`src/vos_pkg.sv`:
```
// ----------------------------------------------------------------------------
// Voxel occupancy package
// Shared request and response types, opcodes, controller states and the
// command and status groups that join the controller to the datapath.
// ----------------------------------------------------------------------------
package vos_pkg;

  // Default edge length of the cube, in cells.
  localparam int RES_DEFAULT = 16;

  // Width of signed bound arithmetic: covers an 8-bit centre plus or minus RES.
  localparam int SW = 10;

  // Width of the removed-cell count.
  localparam int CNT_W = 13;

  // Opcodes.
  localparam logic [1:0] OP_TEST  = 2'd0;
  localparam logic [1:0] OP_SET   = 2'd1;
  localparam logic [1:0] OP_CARVE = 2'd2;

  // One request item.
  typedef struct packed {
    logic [1:0]        opcode;
    logic signed [7:0] coord_x;
    logic signed [7:0] coord_y;
    logic signed [7:0] coord_z;
    logic              new_value;
    logic [7:0]        radius;
  } vos_req_t;

  // One result item.
  typedef struct packed {
    logic             flag;
    logic [CNT_W-1:0] removed_count;
  } vos_rsp_t;

  // Controller states.
  typedef enum logic [2:0] {
    ST_INIT,
    ST_IDLE,
    ST_DECODE,
    ST_DISPATCH,
    ST_CELL,
    ST_CARVE,
    ST_DRAIN,
    ST_FINISH
  } vos_state_t;

  // Commands from the controller to the datapath.
  typedef struct packed {
    logic init_step;
    logic capture;
    logic cell_read;
    logic cell_finish;
    logic carve_load;
    logic carve_step;
    logic carve_finish;
    logic zero_finish;
  } vos_cmd_t;

  // Status from the datapath to the controller.
  typedef struct packed {
    logic init_last;
    logic is_cell;
    logic is_carve;
    logic walk_last;
  } vos_stat_t;

endpackage

```
`src/vos_ctrl.sv`:
```
// ----------------------------------------------------------------------------
// Voxel occupancy controller
// State machine that sequences the fill pass after reset, request decode,
// single-cell access and the sphere walk, and drives the datapath commands.
// ----------------------------------------------------------------------------
module vos_ctrl (
  input  logic               clk,
  input  logic               rst,
  input  logic               start,
  output logic               busy,
  input  vos_pkg::vos_stat_t stat,
  output vos_pkg::vos_cmd_t  cmd
);

  vos_pkg::vos_state_t state;
  vos_pkg::vos_state_t state_next;

  // State register.
  always_ff @(posedge clk) begin
    if (rst) begin
      state <= vos_pkg::ST_INIT;
    end else begin
      state <= state_next;
    end
  end

  // Next state and commands.
  always_comb begin
    state_next = state;
    cmd        = '0;
    busy       = 1'b1;
    unique case (state)
      vos_pkg::ST_INIT: begin
        cmd.init_step = 1'b1;
        if (stat.init_last) begin
          state_next = vos_pkg::ST_IDLE;
        end
      end
      vos_pkg::ST_IDLE: begin
        busy = 1'b0;
        if (start) begin
          cmd.capture = 1'b1;
          state_next  = vos_pkg::ST_DECODE;
        end
      end
      vos_pkg::ST_DECODE: begin
        // Bounds and the cell address settle in the datapath this cycle.
        state_next = vos_pkg::ST_DISPATCH;
      end
      vos_pkg::ST_DISPATCH: begin
        priority if (stat.is_cell) begin
          cmd.cell_read = 1'b1;
          state_next    = vos_pkg::ST_CELL;
        end else if (stat.is_carve) begin
          cmd.carve_load = 1'b1;
          state_next     = vos_pkg::ST_CARVE;
        end else begin
          cmd.zero_finish = 1'b1;
          state_next      = vos_pkg::ST_IDLE;
        end
      end
      vos_pkg::ST_CELL: begin
        cmd.cell_finish = 1'b1;
        state_next      = vos_pkg::ST_IDLE;
      end
      vos_pkg::ST_CARVE: begin
        cmd.carve_step = 1'b1;
        if (stat.walk_last) begin
          state_next = vos_pkg::ST_DRAIN;
        end
      end
      vos_pkg::ST_DRAIN: begin
        // The last visited cell is resolved in the datapath this cycle.
        state_next = vos_pkg::ST_FINISH;
      end
      vos_pkg::ST_FINISH: begin
        cmd.carve_finish = 1'b1;
        state_next       = vos_pkg::ST_IDLE;
      end
      default: begin
        state_next = vos_pkg::ST_IDLE;
      end
    endcase
  end

endmodule

```
`config.mk`:
```
export PLATFORM = sky130hd
export DESIGN_NAME = vos_ctrl
export DESIGN_NICKNAME = d
export VERILOG_FILES = /design/src/vos_pkg.sv /design/src/vos_ctrl.sv
export SDC_FILE = /design/constraint.sdc
export NUM_CORES = 1
export LEC_CHECK = 0
export ABC_AREA = 1
export BUFFER_PORTS_ARGS = -buffer_cell sky130_fd_sc_hd__buf_2
export CAP_MARGIN = 20
export CORE_AREA = 3 3 40 42
export CTS_CLUSTER_DIAMETER = 200
export DETAILED_ROUTE_END_ITERATION = 8
export DIE_AREA = 0 0 43 45
export PLACE_DENSITY = 0.48
export SLEW_MARGIN = 10
export SYNTH_ARGS = -nofsm -noshare
export SYNTH_HDL_FRONTEND = slang
export SYNTH_SLANG_ARGS = --single-unit
```
`constraint.sdc`:
```
create_clock -name clk -period 0.9 [get_ports clk]
set_input_delay 0.045 -clock clk [delete_from_list [all_inputs] [get_ports clk]]
set_output_delay 0.045 -clock clk [all_outputs]
set_load 0.01 [all_outputs]
```
### Word level (Yosys, flattened, before mapping)

Index checks and enable logic that the tools add are counted.

* equal/unequal tests: 10
* multiplexer cells: 21
* reduce and logical (&&, ||, !) cells: 3

Operators by type and width (number)
* case mux 3 bit (7 select lines): 1
* two-way mux 1 bit: 15
* two-way mux 3 bit: 5
* == test 3 bit, second input constant: 4
* == test 3 x 2 -> 1 bit, second input constant: 2
* inequality test 2 bit, second input constant: 3
* == test 3 x 1 -> 1 bit, second input constant: 1
* zero test 3 bit: 1
* AND reduction 3 bit: 1
* OR reduction 2 bit: 1

* flip-flop bits (word level): 3
* logic and storage cells: 35
* output and inout bits: 9
* input port bits: 7

### Logic depth before layout (Yosys ltp)

* word-level depth: 3
* depth in mapped cells: 7

### Worst setup path before layout

Ideal clock, no wire load.

* path kind: flip-flop to flip-flop
* start point: register state[0]
* end point: register state[0]
* clock period less this slack: 0.913 ns
* stages on the path, launching flop included: 8
* slack: -0.013 ns
* path buffers: 0
* required time: 0.788 ns
* arrival time: 0.802 ns
* cells stage by stage: dfxtp_1 > inv_2 > nor2_2 > inv_1 > nand2_1 > inv_1 > nor2_1 > nor2_1

* cells in the longest elaborated chain, start to end: 3
* elaborated cells on any way between the ends: 14

RTL lines
* from (decl): RTL line vos_ctrl.sv:15 `vos_pkg::vos_state_t state;`
* from (signal assigned): RTL line vos_ctrl.sv:21 `state <= vos_pkg::ST_INIT;`
* from (signal assigned): RTL line vos_ctrl.sv:23 `state <= state_next;`
* == test 3 bit (tied with other cells): RTL line vos_ctrl.sv:32 `unique case (state)`
* OR reduction 2 bit (no line) or inequality test 2 bit (tied branches)
* case mux 3 bit (7 select lines) or AND reduction 3 bit (tied branches)

Several ways; a longest one is shown, not always the timed one.
A chain may end at the register's enable or synchronous reset.

==> reports/summary.md <==
Cell internal power was estimated by the tool at 0.000438 W. Area of all placed cells without fillers: 460 um^2. The run gives 0.00194 mm^2 as the overall die area.

After detailed routing, the number of vias per cell comes to 3.94. The number of buffers and inverters on the critical path is 2. In the final design database the tool counted 74 nets. The flow ran to the end, but the final reports show violations. During placement, the flow inserted port buffers numbering 15. The clock passes through at most 2 buffers. For the instance area at placement, the log shows 369 um^2. The run gives -0.268 ns as the slack of the critical path. For this design the total switching power over the nets is 0.000215 W. The type of origin of the critical path is a flip-flop.

The routed length per instance was 8.21 um. Standby leakage power: 0.249 nW. By startpoint and endpoint, the worst setup path is classified as flip-flop to primary output. Worst-case headroom to the max-slew limit: 0.908.

The first TritonRoute pass finished after 2 iterations. The total setup violations reported at the end of the flow is 11. The floorplan step set the die width to 43 um. Number of clock sinks: 3. The run gives 0.743 mV as the maximum VDD drop. After synthesis, the cell types taking the most area are sky130_fd_sc_hd__dfxtp_1 (24%), sky130_fd_sc_hd__nor2_1 (18%), sky130_fd_sc_hd__inv_1 (9.0%).

The via count of the routed design came out at 319. Summed over all nets, the half-perimeter wirelength after detailed placement is 567 um. The combinational cell fraction of total power came out at 0.377. The total overflow left after global routing is 0. After the first detailed-routing iteration, the DRC count stood at 2. Beginning of the worst register-to-register path: state[0]$_SDFFE_PP0P_. The flip-flop count of the largest register after layout came out at 3. Traced cell by cell, the critical path runs through nand2_4, nor2_4, inv_2, nor3b_2, buf_2. Summed over all instances, the cell type with the most area after synthesis is sky130_fd_sc_hd__dfxtp_1. Post-synthesis average cell area: 6.13 um^2.

The largest fanout of any net on the critical path is 4, and the count of max-cap constraint violations is 0. In this run the power density over the cells is 1420 mW/mm^2. The final max-slew violation count is 0, and the core utilization of the finished layout is 0.358. The clock root buffer master was sky130_fd_sc_hd__clkbuf_4. 16 I/O pins were placed. The final hold violation count is 0, and the final routed DRC violation total is 0. The region available for standard cell placement spans 0.00128 mm^2.

The startpoint of the lowest-slack hold path was stat[1]. The cell area after synthesis was 251 um^2. At the pin with the least slew margin, the transition time is 0.138 ns.

The final reports fail on setup timing. The power share of the clock group is 0.353. The starting density of the core came out at 0.196.

The floorplan has 13 rows. The first global-routing pass estimated 1.17 mm of wire. The logs give 0.0833 for the global-route usage over all layers and 0.000653 W for the total power of the final layout. Static timing analysis puts the maximum clock frequency at 0.856 GHz. TritonCTS built the clock tree. The highest-delay cell along the critical path was sky130_fd_sc_hd__dfxtp_4. The largest registers in the layout are state (3).

Among cell families on the critical path, the largest total delay comes from flip-flops. The initial antenna violation count was 0; the number of clock buffers inserted by TritonCTS was 3. The run gives 0 as the total of warnings raised by yosys. The fraction of power consumed by sequential logic came out at 0.270. The largest single stage delay on the critical path is 0.38 ns.

The portion of the post-synthesis area used by sequential elements came out at 0.239. The cell count after synthesis came out at 41. The tools report the number of nets with antenna violations after routing as 0.

The via count of the first global-routing pass is 311, and the fraction of layout cells with a size suffix above 1 is 0.621. The worst setup path startpoint is state[0]$_SDFFE_PP0P_. Entering global routing, the biggest net connects 7 pins. The antenna diode count was 0. The post-synthesis register bit count was 3.

Fill cells in the final layout number 148. The maximum level of the CTS H-tree is 1, and the post-route minimum period is 1.17 ns. The min-delay analysis places its worst path in the category input port to flip-flop. Setup repair after global routing could not meet its margin everywhere.

For the worst-skew pair, the clock arrives at the later sink with an insertion delay of 0.23 ns. At the end of routability-driven placement, the weighted congestion stood at 0.664. The required time reported for the critical path endpoint was 0.85 ns.

The top-area cell type share of the netlist area is 0.239, and the clock transition at the register clock pins on the worst setup and hold paths after CTS is 0.03 ns. The y dimension of the die is 45 um. The register with the most flip-flops in the final layout is state. Number of nets in the synthesized netlist: 48.

Relative to the synthesized area, the layout overhead comes to 83.1%. The data arrival time of the critical path was 1.12 ns; the part of the cycle the worst path needs was 1.30. In this run, distinct cell masters in the synthesized netlist total 15. Summed over all layers, the routed wires come to 665 um. The worst setup path is captured at a primary output. The tools report the worst clock skew on the final layout as 0.0000299 ns. Switching share of total power: 0.329.
[layout make-up]
type / instances / area [um^2] / share of cell area
Inverter: 10 / 37.5 / 0.0815
Tap cell: 15 / 18.8 / 0.0408
Multi-Input combinational cell: 28 / 176 / 0.383
Timing Repair Buffer: 21 / 130 / 0.283
Clock buffer: 4 / 26.3 / 0.0571
Sequential cell: 3 / 71.3 / 0.155
[cells by family (layout without fill, tap and decap cells)]
kind of cell | count (synthesis) | in the layout | synth area share
AND/OR/NAND/NOR | 27 | 27 | 0.592
buffers and inverters | 10 | 35 | 0.149
AO/OA/AOI/OAI | 1 | 1 | 0.0199
flip-flops | 3 | 3 | 0.239
[synth_stat cells]
library cell               instances
sky130_fd_sc_hd__nand3_2           2
sky130_fd_sc_hd__nand3b_1          1
sky130_fd_sc_hd__nor2_1           12
sky130_fd_sc_hd__nor3b_2           1
sky130_fd_sc_hd__nor3_2            1
sky130_fd_sc_hd__nand4_1           1
sky130_fd_sc_hd__a21oi_1           1
sky130_fd_sc_hd__or2_2             1
sky130_fd_sc_hd__inv_2             4
sky130_fd_sc_hd__nand3_1           1
sky130_fd_sc_hd__nor2_2            2
sky130_fd_sc_hd__nand2_2           2
sky130_fd_sc_hd__dfxtp_1           3
sky130_fd_sc_hd__nand2_1           3
sky130_fd_sc_hd__inv_1             6
[worst register-to-register path, delay by kind of cell, from the launching register on]
| family | cells | cell delay [ns] |
|---|---|---|
| DFF | 1 | 0.38 |
| and+or+nand+nor | 4 | 0.21 |
| buffers and inverters | 1 | 0.14 |
| AOI/OAI and AO/OA | 1 | 0.13 |
[what timing repair did]
| action | in CTS | in global routing |
|---|---|---|
| hold endpoints to repair | 2 | 0 |
| pin swaps | 2 | 6 |
| buffers inserted | 2 | 0 |
| setup endpoints to repair | 12 | 12 |
| gates resized for setup | 10 | 2 |
| hold buffers | 1 | 0 |
[through the flow]
stage	hold slack, ns	instances	TNS (ns)	setup slack [ns]
final	0.174	81	-1.84	-0.268
after global routing	0.192	81	-2.78	-0.359
after CTS	0.172	81	-2.08	-0.281
after detailed placement	0.254	74	-0.487	-0.127
after global placement	0.253	74	-0.490	-0.107
after floorplan	0.114	41	0	0.00990
[final timing paths]
check	end	slack (ns)	depth (start not counted)
worst min register to register	state[2]$_SDFFE_PP0P_	0.63	3
worst max register to register	state[2]$_SDFFE_PP0P_	-0.06	6
worst min-delay path	state[2]$_SDFFE_PP0P_	0.17	4
worst max-delay path	cmd[3]	-0.27	5
[power by group through the flow]
stage | Combinational [W] | Sequential, W | Clock [W]
3_5_place_dp | 0.000207 | 0.000170 | 0
2_1_floorplan | 0.000124 | 0.000166 | 0
6_report | 0.000246 | 0.000176 | 0.000231
5_1_grt | 0.000277 | 0.000179 | 0.000260
4_1_cts | 0.000236 | 0.000173 | 0.000245
3_3_place_gp | 0.000207 | 0.000170 | 0
[per-layer routing]
metal | global-route usage | vias to the layer above | routed length, um
met4 | 0.0361 | 0 | 0
li1 | - | 175 | -
met5 | 0 | - | 0
met2 | 0.144 | 11 | 358
met1 | 0.0795 | 133 | 243
met3 | 0.0518 | 0 | 63
[placed cells by master, fill, tap and decap left out]
master,count
sky130_fd_sc_hd__buf_4,3
sky130_fd_sc_hd__nand3b_1,1
sky130_fd_sc_hd__nand2_4,1
sky130_fd_sc_hd__nor2_2,1
sky130_fd_sc_hd__clkbuf_1,1
sky130_fd_sc_hd__dlygate4sd3_1,1
sky130_fd_sc_hd__inv_2,4
sky130_fd_sc_hd__a21oi_1,1
sky130_fd_sc_hd__nor2_4,2
sky130_fd_sc_hd__nand2_2,1
sky130_fd_sc_hd__buf_2,15
sky130_fd_sc_hd__inv_1,6
sky130_fd_sc_hd__dfxtp_4,3
sky130_fd_sc_hd__nand3_2,3
sky130_fd_sc_hd__nand4_1,1
sky130_fd_sc_hd__nor3_2,1
sky130_fd_sc_hd__nand2_1,3
sky130_fd_sc_hd__clkbuf_4,3
sky130_fd_sc_hd__nor3b_2,1
sky130_fd_sc_hd__or2_2,1
sky130_fd_sc_hd__nor2_1,11
sky130_fd_sc_hd__buf_6,2
Note: power is estimated with default switching activity, not from simulation.
